--- config.mk ---
export PLATFORM = sky130hd
export DESIGN_NAME = hpt_mac_cell
export DESIGN_NICKNAME = d
export VERILOG_FILES = /design/src/design/hpt_mac_cell.sv
export SDC_FILE = /design/constraint.sdc
export NUM_CORES = 2
export LEC_CHECK = 0
export BUFFER_PORTS_ARGS = -buffer_cell sky130_fd_sc_hd__buf_2
export CAP_MARGIN = 20
export CORE_MARGIN = 5
export CORE_UTILIZATION = 70
export CTS_BUF_LIST = sky130_fd_sc_hd__clkbuf_8
export CTS_CLUSTER_SIZE = 28
export DETAILED_ROUTE_END_ITERATION = 12
export PLACE_DENSITY = 0.86
export SYNTH_ARGS = -nofsm -noshare
export SYNTH_HDL_FRONTEND = slang
export SYNTH_SLANG_ARGS = --single-unit
--- constraint.sdc ---
create_clock -name clk -period 26.5 [get_ports clk]
set_input_delay 1.325 -clock clk [delete_from_list [all_inputs] [get_ports clk]]
set_output_delay 1.325 -clock clk [all_outputs]
set_load 0.02 [all_outputs]
--- src/design/hpt_mac_cell.sv ---
// One multiply-accumulate cell of the row dot-product chain.
// No dependencies; adds one product to the running sum handed on by its neighbour.
module hpt_mac_cell (
    input  logic                clk,
    input  logic                en,
    input  logic signed [31:0]  coef,
    input  logic signed [31:0]  vin,
    input  logic signed [65:0]  acc_in,
    output logic signed [65:0]  acc_out
);

    logic signed [63:0] prod_reg;
    logic signed [65:0] acc_reg;

    // The product is registered before it joins the running sum, so the sum from
    // the previous cell arrives in the cycle after the vector component.
    always_ff @(posedge clk)
    begin
        if (en)
        begin
            prod_reg <= coef * vin;
            acc_reg  <= acc_in + 66'(prod_reg);
        end
    end

    assign acc_out = acc_reg;

endmodule

==> impl_metrics.yaml <==
clock_tree:
  htree_levels: 4
  clockRootBuffer: "clkbuf_8"
  clkTransAtPathRegs_ns: 0.07
  cts_buffers: 17
  cts_setup_buffers: 0
  clk_latency_ns: 0.46
  ctsHoldBuffers: 0
  post_cts_resized: 0
  max-clock-path-buffers: 2
  cts_tree: "yes"
  cts.sinks: 130
global_route:
  grtUsageMet1: 0.445
  busiest_layer: "met2"
  grt.overflow.total: 0
  grtUsageMet2: 0.513
  grt_max_degree: 72
  gr-usage-met3: 0.164
  antenna_found_initial: 11
  grt_pass1_wl_microns: 178000
  grt_usage: 0.340
  grt_pass1_vias: 34100
cells_and_area:
  drive_above_1_share: 0.0562
  syn2layout_area_growth_pct: 3.70
  final_net_count: 5992
  largest_reg_flops: 66
logic_synthesis:
  synth_most_common_cell: "fa_1"
  synthArstFlopShare: 0
  syn_nets: 5994
  synth_seq_cells: 130
  ys_types: 77
  synth_compound_area_frac: 0.0581
  synth-simple-area-share: 0.149
  synth_edf_count: 130
  synth_area_per_cell_sq_um: 9.63
  synth_top_family_by_area: "adder cells"
  synth_cells: 4530
  synth_area_leader_cell: "fa_1"
  synth_flop_cell: "edfxtp_1"
  synth_mux_area_frac: 0.000229
  synth_warnings: 0
  synth-xor-area-share: 0.0271
  synthAdderAreaFrac: 0.568
  synth_top_area_frac: 0.497
  syn-cell-area_sq_mm: 0.0436
  yosys-top-cells-area: "fa_1 50%, edfxtp_1 8.9%, inv_1 8.8%, and2_1 7.3%, ha_1 7.1%"
  synth_common_cells: "1,083 x fa_1, 1,028 x inv_1, 559 x nand2_1"
  ys_seq_area_frac: 0.0895
sta:
  timing.final.crit_share: 0.373
  drv_slew: 0
  worstMarginPinSlew_ns: 0.965
  finalHoldViolCount: 0
  finClkSkew_ns: 0.0121
  setup_tns_ns: 0
  clock.fmax_mhz: 101
  setup_viol: 0
  rsz0062_at_grt: "false"
  slew_headroom: 0.356
  finalCriticalPeriod_ns: 9.88
detailed_routing:
  routedWlPerCell_microns: 20.5
  via_per_inst: 5.77
  drt_pass1_iterations: 6
  antenna_left: 0
  drt_wl_total_microns: 110000
  via_count: 31100
  drc: 0
  drt_first_iter_violations: 2724
place:
  numPortBuffers: 197
  gp_congestion: 0.954
  dp_hpwl_microns: 89300
worst_setup_path:
  arrival_ns: 10.09
  endpoint_kind: "flop"
  reg2reg_slack_ns: 22.53
  reg2reg_to: "acc_out[64]"
  startpoint_type: "input port"
  regToRegStartpoint: "prod_reg[0]"
  worstSetupPathType: "input port to flop"
  crit_required_ns: 26.71
  cp_max_fo: 32
  critPathTopFamily: "adder cells"
  slowest_stage: "fa_1"
  startpoint: "coef[31]"
  r2r_cells: 14
  path_common_cell: "fa_1"
  endpoint: "prod_reg[63]"
  path_depth: 29
  cpPeakStageDelay_ns: 0.79
  path_buf_inv: 8
floorplanning:
  io_pins: 198
  die_w_microns: 260
  die-area_sq_mm: 0.0674
  initial_core_util: 0.707
  num_rows: 91
  core_region_area_sq_mm: 0.0617
  die_y_microns: 260
hold_path:
  min_path_type: "flop to flop"
flow_run:
  drv_cap: 0
status:
  outcome: "completed"
logic make-up (layout without fill, tap and decap cells):
logic type,Yosys count,count (layout)
buffers and inverters,1253,1264
and+or+nand+nor,1295,1295
adders and majority gates,1332,1332
xor gates and xnor gates,135,135
muxes,1,1
AOI/OAI and AO/OA,384,384
other,0,9
DFF,130,130
cell usage in the layout, fill, tap and decap left out, drive strengths merged, types with 26 or more instances in the layout:
cell	Yosys	routed
nor2	77	77
o21ai	64	64
xnor2	90	90
nand2	559	559
ha	249	249
nand2b	26	26
xor2	45	45
inv	1028	1028
and2	513	513
edfxtp	130	130
a21oi	123	123
buf	3	204
a21o	77	77
fa	1083	1083
nand3	27	27
worst min-delay path by stage:
stage	cells after the start	to	startpoint
final	1	acc_out[0]	prod_reg[0]
after CTS	1	acc_out[0]	prod_reg[0]
after global routing	1	acc_out[0]	prod_reg[0]
after floorplan	1	acc_out[0]	prod_reg[0]
after global placement	1	acc_out[0]	prod_reg[0]
after detailed placement	1	acc_out[0]	prod_reg[0]
routing by layer:
layer	share of wire	routed length, microns	vias to the layer above
li1	-	-	13400
met1	0.37	41300	15500
met2	0.44	48500	1857
met5	0.00012	13	-
met4	0.029	3190	2
met3	0.16	17300	283
layout make-up:
| type | count | area (sq um) |
|---|---|---|
| timing repair buffer | 204 | 1040 |
| antenna | 9 | 22.5 |
| sequential | 130 | 3900 |
| tap | 837 | 1050 |
| clock inverter | 15 | 120 |
| fill | 4373 | 16500 |
| inverter | 1028 | 3860 |
| clock buffer | 17 | 234 |
| multi-input combinational | 3147 | 35000 |
through the flow:
stage	hold WS [ns]	setup WS (ns)	cell area, sq um	std cells	util
5_1_grt	0.606	16.23	45300	5386	0.733
3_3_place_gp	0.518	16.32	44900	5346	0.727
4_1_cts	0.568	16.67	45200	5378	0.733
3_5_place_dp	0.551	16.16	44900	5346	0.727
6_report	0.569	16.62	45300	5387	0.733
2_1_floorplan	0.513	17.06	43600	4530	-
worst register-to-register path: cells and delay by family, from the launching register on:
family	cells	cell delay [ns]
AO/OA/AOI/OAI	9	2.40
AND/OR/NAND/NOR	1	0.18
adder cells (fa/ha/maj)	2	0.61
buffers and inverters	1	0.07
XOR/XNOR	1	0.14
flip-flops	1	0.34
Power is left out: the tool's default activity adds up to more than one toggle a clock period on the data nets, which glitch-free logic cannot reach.
