==> src/design/hpt_pkg.sv <==
// Package for the homogeneous point transform: shared types and constants.
// Used by hpt_div_cell and homogeneous_point_transform; no dependencies.
package hpt_pkg;

    // Register indexes of the matrix bank.
    typedef enum logic [2:0] {
        REG_ROW0_COLS01 = 3'd0,
        REG_ROW0_COLS23 = 3'd1,
        REG_ROW1_COLS01 = 3'd2,
        REG_ROW1_COLS23 = 3'd3,
        REG_ROW2_COLS01 = 3'd4,
        REG_ROW2_COLS23 = 3'd5,
        REG_ROW3_COLS01 = 3'd6,
        REG_ROW3_COLS23 = 3'd7
    } reg_idx_t;

    // Sideband that travels along the divider chain with each item.
    typedef struct packed {
        logic        valid;
        logic        direction;
        logic        fault;
        logic [2:0]  neg;
    } div_ctl_t;

endpackage

==> src/design/hpt_div_cell.sv <==
// One restoring-division cell: produces one quotient bit for each of three lanes.
// Depends on hpt_pkg for the sideband struct.
module hpt_div_cell #(
    parameter int unsigned NW = 80
) (
    input  logic                 clk,
    input  logic                 rst_n,
    input  logic                 en,
    input  hpt_pkg::div_ctl_t    ctl_in,
    input  logic [NW-1:0]        num_in [3],
    input  logic [NW-1:0]        rem_in [3],
    input  logic [31:0]          den_in,
    input  logic [2:0][31:0]     pass_in,
    output hpt_pkg::div_ctl_t    ctl_out,
    output logic [NW-1:0]        num_out [3],
    output logic [NW-1:0]        rem_out [3],
    output logic [31:0]          den_out,
    output logic [2:0][31:0]     pass_out
);

    hpt_pkg::div_ctl_t ctl_reg;
    logic [NW-1:0]     num_reg [3];
    logic [NW-1:0]     rem_reg [3];
    logic [NW-1:0]     rem_next [3];
    logic [NW-1:0]     num_next [3];
    logic [31:0]       den_reg;
    logic [2:0][31:0]  pass_reg;

    // Shift in the next numerator bit, subtract the divisor if it fits.
    always_comb
    begin
        for (int i = 0; i < 3; i++)
        begin
            logic [NW:0] trial;
            trial = {rem_in[i], num_in[i][NW-1]} - {{(NW-31){1'b0}}, den_in};
            if (!trial[NW])
            begin
                rem_next[i] = trial[NW-1:0];
                num_next[i] = {num_in[i][NW-2:0], 1'b1};
            end
            else
            begin
                rem_next[i] = {rem_in[i][NW-2:0], num_in[i][NW-1]};
                num_next[i] = {num_in[i][NW-2:0], 1'b0};
            end
        end
    end

    always_ff @(posedge clk or negedge rst_n)
    begin
        if (!rst_n)
            ctl_reg <= '0;
        else if (en)
            ctl_reg <= ctl_in;
    end

    always_ff @(posedge clk)
    begin
        if (en)
        begin
            num_reg  <= num_next;
            rem_reg  <= rem_next;
            den_reg  <= den_in;
            pass_reg <= pass_in;
        end
    end

    assign ctl_out  = ctl_reg;
    assign num_out  = num_reg;
    assign rem_out  = rem_reg;
    assign den_out  = den_reg;
    assign pass_out = pass_reg;

endmodule

==> config.mk <==
export PLATFORM = sky130hd
export DESIGN_NAME = hpt_div_cell
export DESIGN_NICKNAME = d
export VERILOG_FILES = /design/src/design/hpt_pkg.sv /design/src/design/hpt_div_cell.sv
export SDC_FILE = /design/constraint.sdc
export NUM_CORES = 1
export LEC_CHECK = 0
export ABC_AREA = 0
export BUFFER_PORTS_ARGS = -buffer_cell sky130_fd_sc_hd__clkbuf_2
export CORE_AREA = 2 2 481 483
export CTS_CLUSTER_DIAMETER = 200
export DETAILED_ROUTE_END_ITERATION = 12
export DIE_AREA = 0 0 483 485
export PLACE_DENSITY = 0.33
export SKIP_CTS_REPAIR_TIMING = 1
export SKIP_LAST_GASP = 1
export SLEW_MARGIN = 10
export SYNTH_ARGS = -nofsm -noshare
export SYNTH_HDL_FRONTEND = slang
export SYNTH_SLANG_ARGS = --single-unit
==> constraint.sdc <==
create_clock -name clk -period 1.8 [get_ports clk]
set_clock_uncertainty 0.2 [all_clocks]
set_input_delay 0 -clock clk [delete_from_list [all_inputs] [get_ports clk]]
set_output_delay 0 -clock clk [all_outputs]
set_load 0.01 [all_outputs]
==> impl_metrics.csv, run 1 <==
group,metric,value,unit
final_layout,area_growth,115,%
placement,port_buffers,1230,
yosys,synthArstFlopShare,0.977,%
critical_path,cp-start-kind,"primary input",
yosys,ys_dominant_reg_cell,"edfxtp_1",
yosys,synth-seq-area-share,64.1,%
clock_tree,h-tree-depth,3,
route,drtAntennaViolNets,0,
flow_run,drv_cap,0,
floorplan,num_rows,176,
outcome,outcome,"complete, but fails checks",
placement,hpwlAfterDp,149000,um
floorplan,die_w,483,um
pwr,p_sw,13.5,mW
critical_path,crit_buf_inv,1,
placement,place_congestion,0.827,
pwr,p_leak,26.2,nW
placement,place_area,46100,um2
critical_path,crit_required,2.04,ns
yosys,synth_area,28700,um2
floorplan,core_area,229000,um2
yosys,ys_types,90,
critical_path,critical_path.max_fanout,5,
route,post_drt_wl_per_cell,22.0,um
grt,antenna_found_initial,67,
clock_tree,clkTransAtPathRegs,0.06,ns
yosys,syn_avg_cell_area,12.8,um2
timing,period_minus_slack,3.02,ns
clock_tree,cts-root-buf,"clkbuf_16",
grt,grt_first_pass_wirelength,233000,um
timing,setup_viol,243,
timing,rsz0062_at_grt,"true",
pwr,p_total,45.6,mW
timing,hold_violations,107,
critical_path,critical-path-top-delay-family,"simple AND/OR/NAND/NOR gates",
grt,grt_use_total,14.3,%
clock_tree,cts.sinks,614,
critical_path,critPathKind,"primary input to flip-flop",
yosys,synth_most_common_cell,"edfxtp_1",
grt,grt_pass1_vias,27900,
grt,grt_start_max_net_pins,52,
critical_path,worst_path_max_delay_cell,"or4_4",
critical_path,arrival,3.26,ns
floorplan,num_io_pins,1231,
pwr,p_int,32.1,mW
final_layout,fin_area,61700,um2
timing,max_freq,0.331,GHz
clock_tree,clockBufferDepth,3,
clock_tree,cts_tree,"built",
yosys,yosys_warnings,0,
route,vias,31500,
yosys,synth_nets,2959,
route,drt-initial-drc-count,1285,
route,drcViolationCount,0,
yosys,synth.top_cells.by_count,"608 x edfxtp_1, 216 x nand2_1, 154 x o21ai_0",
pwr,pwr-share-comb,25.3,%
clock_tree,cts_made_buffers,81,
worst_hold_path,hold_class,"primary input to flip-flop",
yosys,synth_top_area_share,63.5,%
grt,gr-total-overflow,0,
pwr,swShare,29.6,%
yosys,synth_top_cell_by_area,"edfxtp_1",
critical_path,crit_top_cell,"or4_4",
floorplan,start_util,12.5,%
timing,slew_headroom,48.1,%
timing,period_share,168,%
critical_path,crit_chain,"buf_6 > or4_4 > or4_4 > or4_4 > o41ai_4 > a31oi_4 > a211o_4 > o21bai_4 > or4_4 > xnor2_1",
route,drt-total-wl,188000,um
final_layout,fin_nets,6120,
timing,timing.hold.ws,-0.736,ns
timing,setup_slack,-1.22,ns
critical_path,worstSetupEndpointType,"flip-flop",
yosys,netlist_instances,2243,
yosys,ys_ff_latch,614,
floorplan,dieArea,234000,um2
pwr,power_density,739,nW/um2
timing,slew_violations,0,
yosys,yosys-top-cells-area,"edfxtp_1 64%, ha_1 4.2%, xor2_1 4.0%",
route,dr.pass1.iters,5,
final_layout,drive_above_1_share,48.7,%
pwr,sequentialPowerShare,38.7,%
critical_path,slowest_delay,0.56,ns
clock_tree,insertion_delay,0.71,ns
pwr,clockPowerShare,36.1,%
final_layout,fin_util,26.9,%
timing,tightest_slew,0.771,ns
placement,pre_cts_ws,-2.15,ns
outcome,failed_checks,"negative hold slack, negative setup slack",
yosys,synth_edf_count,608,
floorplan,chipHeight,485,um
route,via_per_inst,3.70,
pwr,vdd_ir_drop_max,0.754,mV
==> routing by layer <==
metal	part of all wire (%)	global-route usage, %
met2	53	26.9
met1	39	15.6
met5	0.086	0
met3	5.1	4.07
met4	3.0	3.89
==> kinds of logic (layout without fill, tap and decap cells) <==
family          Yosys count  in the layout  synth area share, %
flops                   614            614                 64.1
fa+ha+maj                99             99                 4.39
buf+inv                 141           3367                 1.98
other cells               0             32                    0
xor+xnor                227            227                 6.92
compound gates          440            442                 9.58
simple gates            712            712                 12.7
mux                      10             10                0.388
==> final cells by class <==
| class | instances | area (um2) |
|---|---|---|
| clock buffers | 103 | 2130 |
| well taps | 3026 | 3790 |
| clock inverters | 47 | 488 |
| diodes | 32 | 80.1 |
| multi-input cells | 1490 | 12200 |
| fillers | 24400 | 167000 |
| repair buffers | 3146 | 24300 |
| flip-flops and latches | 614 | 18400 |
| inverters | 71 | 304 |
==> sequential cells by signal, indices dropped and copies added (netlist names) <==
signal    cells
ctl_out       6
den_out      32
num_out     240
pass_out     96
rem_out     240
==> final timing paths <==
kind | start | slack [ns] | to | depth (start not counted)
worst max-delay path | rem_in[219] | -1.22 | rem_out[197]$_DFFE_PP_ | 10
worst min-delay path | den_in[31] | -0.74 | den_out[31]$_DFFE_PP_ | 1
worst max register to register | ctl_out[3]$_DFFE_PN0P_ | 0.29 | ctl_out[3]$_DFFE_PN0P_ | 2
worst min register to register | ctl_out[1]$_DFFE_PN0P_ | 0.85 | ctl_out[1]$_DFFE_PN0P_ | 2
max in group asynchronous | rst_n | 0.97 | ctl_out[3]$_DFFE_PN0P_ | 3
min in group asynchronous | rst_n | 0.18 | ctl_out[4]$_DFFE_PN0P_ | 3
==> power groups by stage <==
stage	Sequential (mW)	Clock [mW]	Combinational, mW
after floorplan	18.5	0	2.30
after global placement	17.9	0	9.13
after detailed placement	17.9	0	9.09
after CTS	17.7	17.1	9.14
after global routing	17.8	17.6	12.3
final	17.6	16.4	11.5
==> through the flow <==
| stage | TNS [ns] | cells | hold slack [ns] |
|---|---|---|---|
| 6_report | -250.98 | 8529 | -0.736 |
| 5_1_grt | -258.22 | 8514 | -0.802 |
| 4_1_cts | -258.77 | 7430 | -1.20 |
| 3_5_place_dp | -453.70 | 7280 | -0.347 |
| 3_3_place_gp | -445.51 | 7280 | -0.349 |
| 2_1_floorplan | -334.06 | 2243 | -0.496 |
==> worst register-to-register path: cells and delay by family (launching register included) <==
kind / cells / cell delay (ns)
buffers and inverters: 1 / 0.56
multiplexers: 1 / 0.26
flip-flops: 1 / 0.37
==> placed cells by master (no fill, tap or decap), types with 22 or more instances in the layout <==
| cell type | netlist | final |
|---|---|---|
| a21o_1 | 36 | 35 |
| a21oi_1 | 112 | 96 |
| buf_12 | 0 | 58 |
| buf_4 | 1 | 804 |
| buf_6 | 1 | 37 |
| clkbuf_16 | 0 | 94 |
| clkbuf_2 | 0 | 1224 |
| diode_2 | 0 | 32 |
| dlygate4sd3_1 | 0 | 994 |
| edfxtp_1 | 608 | 608 |
| ha_1 | 96 | 81 |
| inv_1 | 70 | 58 |
| nand2_1 | 216 | 175 |
| nand2_2 | 0 | 25 |
| nand3_1 | 48 | 29 |
| nand4_1 | 27 | 27 |
| nor2_1 | 124 | 95 |
| nor3_1 | 69 | 35 |
| nor4_4 | 0 | 28 |
| o21ai_0 | 154 | 77 |
| o21ai_1 | 2 | 25 |
| o21ai_2 | 0 | 48 |
| or3_1 | 40 | 37 |
| or4_1 | 32 | 22 |
| xnor2_1 | 95 | 81 |
| xor2_1 | 132 | 130 |
(Power assumes the default switching activity.)
==> run 2, diff against run 1 <==
- SKIP_CTS_REPAIR_TIMING: 1 -> unset
- SLEW_MARGIN: 10 -> 20
==> run 2 against run 1 <==
Compared with the run above:
- the run still ends with negative hold slack, negative setup slack left
- register-to-register slack about the same
- setup slack worse by 0.0063 ns
- global-route usage up 1.3 points
- utilization is 1.5 points higher
- via count up 2.4%
- sequential share of layout area fell by 1.6 points
- highest routed layer unchanged
- total power rose by 2.0%
- cell area is 5.5% higher
- sequential power about the same
- fmax shrank 0.21%
==> impl_metrics.csv, run 2 (synthesis gave the netlist of run 1 again) <==
group,metric,value,unit
floorplan,dieArea,234000,um2
clock_tree,h-tree-depth,3,
final_layout,fillers,24100,
clock_tree,clockBufferDepth,3,
critical_path,crit_required,2.03,ns
critical_path,cp-start-kind,"primary input",
critical_path,critical-path-top-delay-family,"simple AND/OR/NAND/NOR gates",
floorplan,die_w,483,um
floorplan,num_io_pins,1231,
final_layout,drive_above_1_share,51.0,%
critical_path,slowest_delay,0.60,ns
route,drt-initial-drc-count,1402,
final_layout,final-instance-count-excl-fill,8710,
clock_tree,cts_made_buffers,81,
timing,slew_headroom,57.1,%
clock_tree,clkTransAtPathRegs,0.06,ns
outcome,failed_checks,"negative hold slack, negative setup slack",
critical_path,arrival,3.26,ns
final_layout,regArea,18400,um2
route,via_per_inst,3.71,
placement,dp_cells,7280,
critical_path,critPathKind,"primary input to flip-flop",
timing,max_freq,0.330,GHz
final_layout,layout_common_cells,"1222 x clkbuf_2, 1109 x dlygate4sd3_1, 813 x buf_4",
placement,hpwlAfterDp,149000,um
grt,grt_first_pass_wirelength,258000,um
final_layout,area_growth,127,%
route,drtAntennaViolNets,0,
placement,place_congestion,0.827,
timing,fin_tns_setup,-243.65,ns
timing,hold_violations,62,
worst_hold_path,hold_class,"primary input to flip-flop",
floorplan,start_util,12.5,%
outcome,outcome,"complete, but fails checks",
route,post_drt_wl_per_cell,21.9,um
route,dr.pass1.iters,5,
pwr,p_total,46.5,mW
critical_path,crit_top_cell,"or4_4",
floorplan,num_rows,176,
critical_path,worst_path_max_delay_cell,"or4_4",
grt,grt_pass1_vias,34000,
route,drt-total-wl,190000,um
pwr,p_leak,27.5,nW
timing,setup_slack,-1.23,ns
grt,grt_start_max_net_pins,39,
final_layout,final_common_cell,"clkbuf_2",
grt,antenna_found_initial,66,
critical_path,critical_path.max_fanout,3,
timing,tightest_slew,0.639,ns
clock_tree,cts_tree,"built",
grt,grt_use_total,15.6,%
timing,timing.hold.ws,-0.711,ns
route,vias,32300,
placement,port_buffers,1230,
pwr,power_density,715,nW/um2
critical_path,crit_chain,"buf_6 > or4_4 > or4_4 > or4_4 > o41ai_4 > a31oi_4 > a211o_4 > o21bai_4 > or4_4 > xnor2_1",
floorplan,core_area,229000,um2
timing,period_minus_slack,3.03,ns
route,drcViolationCount,0,
pwr,vdd_ir_drop_max,0.758,mV
flow_run,drv_cap,0,
critical_path,crit_buf_inv,1,
timing,slew_violations,0,
floorplan,chipHeight,485,um
timing,period_share,168,%
timing,setup_viol,243,
grt,gr-total-overflow,0,
timing,rsz0062_at_grt,"true",
critical_path,worstSetupEndpointType,"flip-flop",
clock_tree,insertion_delay,0.73,ns
clock_tree,cts.sinks,614,
final_layout,fin_nets,6299,
final_layout,multiInputGateArea,13500,um2
clock_tree,cts-root-buf,"clkbuf_16",
-- run 2: changes by cell type in the layout (fill, tap and decap cells not counted), sizes merged, moves of 2 or more --
cell / previous run / this run
dlygate4sd3: 994 / 1109
buf: 916 / 987
inv: 70 / 68
clkbuf: 1339 / 1332
diode: 32 / 34
-- run 2: layout make-up --
type,count,area share [%]
clock buffer,103,3.27
clock inverter,47,0.750
tap,3026,5.82
inverter,71,0.496
antenna,34,0.131
timing repair buffer,3326,40.5
multi-input combinational,1489,20.7
sequential,614,28.3
-- run 2: through the flow --
| stage | util (%) | setup slack (ns) | area, um2 | hold slack (ns) |
|---|---|---|---|---|
| after floorplan | - | -1.79 | 29700 | -0.496 |
| after global placement | 20.1 | -2.16 | 46100 | -0.349 |
| after detailed placement | 20.1 | -2.15 | 46100 | -0.347 |
| after CTS | 27.5 | -1.17 | 62900 | -0.833 |
| after global routing | 28.4 | -1.24 | 65100 | -0.770 |
| final | 28.4 | -1.23 | 65100 | -0.711 |
-- run 2: worst register-to-register path, delay by kind of cell, from the launching register on --
| family | cells | cell delay (ns) |
|---|---|---|
| buf+inv | 1 | 0.56 |
| mux | 1 | 0.26 |
| flops | 1 | 0.38 |
-- run 2: power by group --
part           total [mW]  internal (mW)  switching, mW
logic                12.5           6.31           6.16
registers            17.6           17.2          0.471
clock network        16.4           9.22           7.18
-- run 2: worst paths after layout --
check                      slack, ns  depth (start not counted)              startpoint                endpoint
hold reg to reg                 0.84                          2  ctl_out[1]$_DFFE_PN0P_  ctl_out[1]$_DFFE_PN0P_
hold / removal                 -0.71                          1               den_in[7]    den_out[7]$_DFFE_PP_
setup / recovery               -1.23                         10             rem_in[221]  rem_out[197]$_DFFE_PP_
setup reg to reg                0.28                          2  ctl_out[3]$_DFFE_PN0P_  ctl_out[3]$_DFFE_PN0P_
max in group asynchronous       0.93                          3                   rst_n  ctl_out[2]$_DFFE_PN0P_
min in group asynchronous       0.21                          3                   rst_n  ctl_out[5]$_DFFE_PN0P_
-- run 2: repair_timing --
item	in CTS	in global routing
endpoints found under the hold margin	1228	130
pin swaps	150	178
buffers inserted	75	60
hold buffers	1103	66
setup endpoints to repair	243	243
gates cloned	22	3
resized for setup	470	331
-- run 2: per-layer routing --
metal  track usage [%]  routed length [um]  vias up
met5                 0                 260        -
met4              6.99                9170       38
met3              3.90               10600      277
met2              28.3               97800      983
met1              17.0               72600    15700
li1                  -                   -    15300
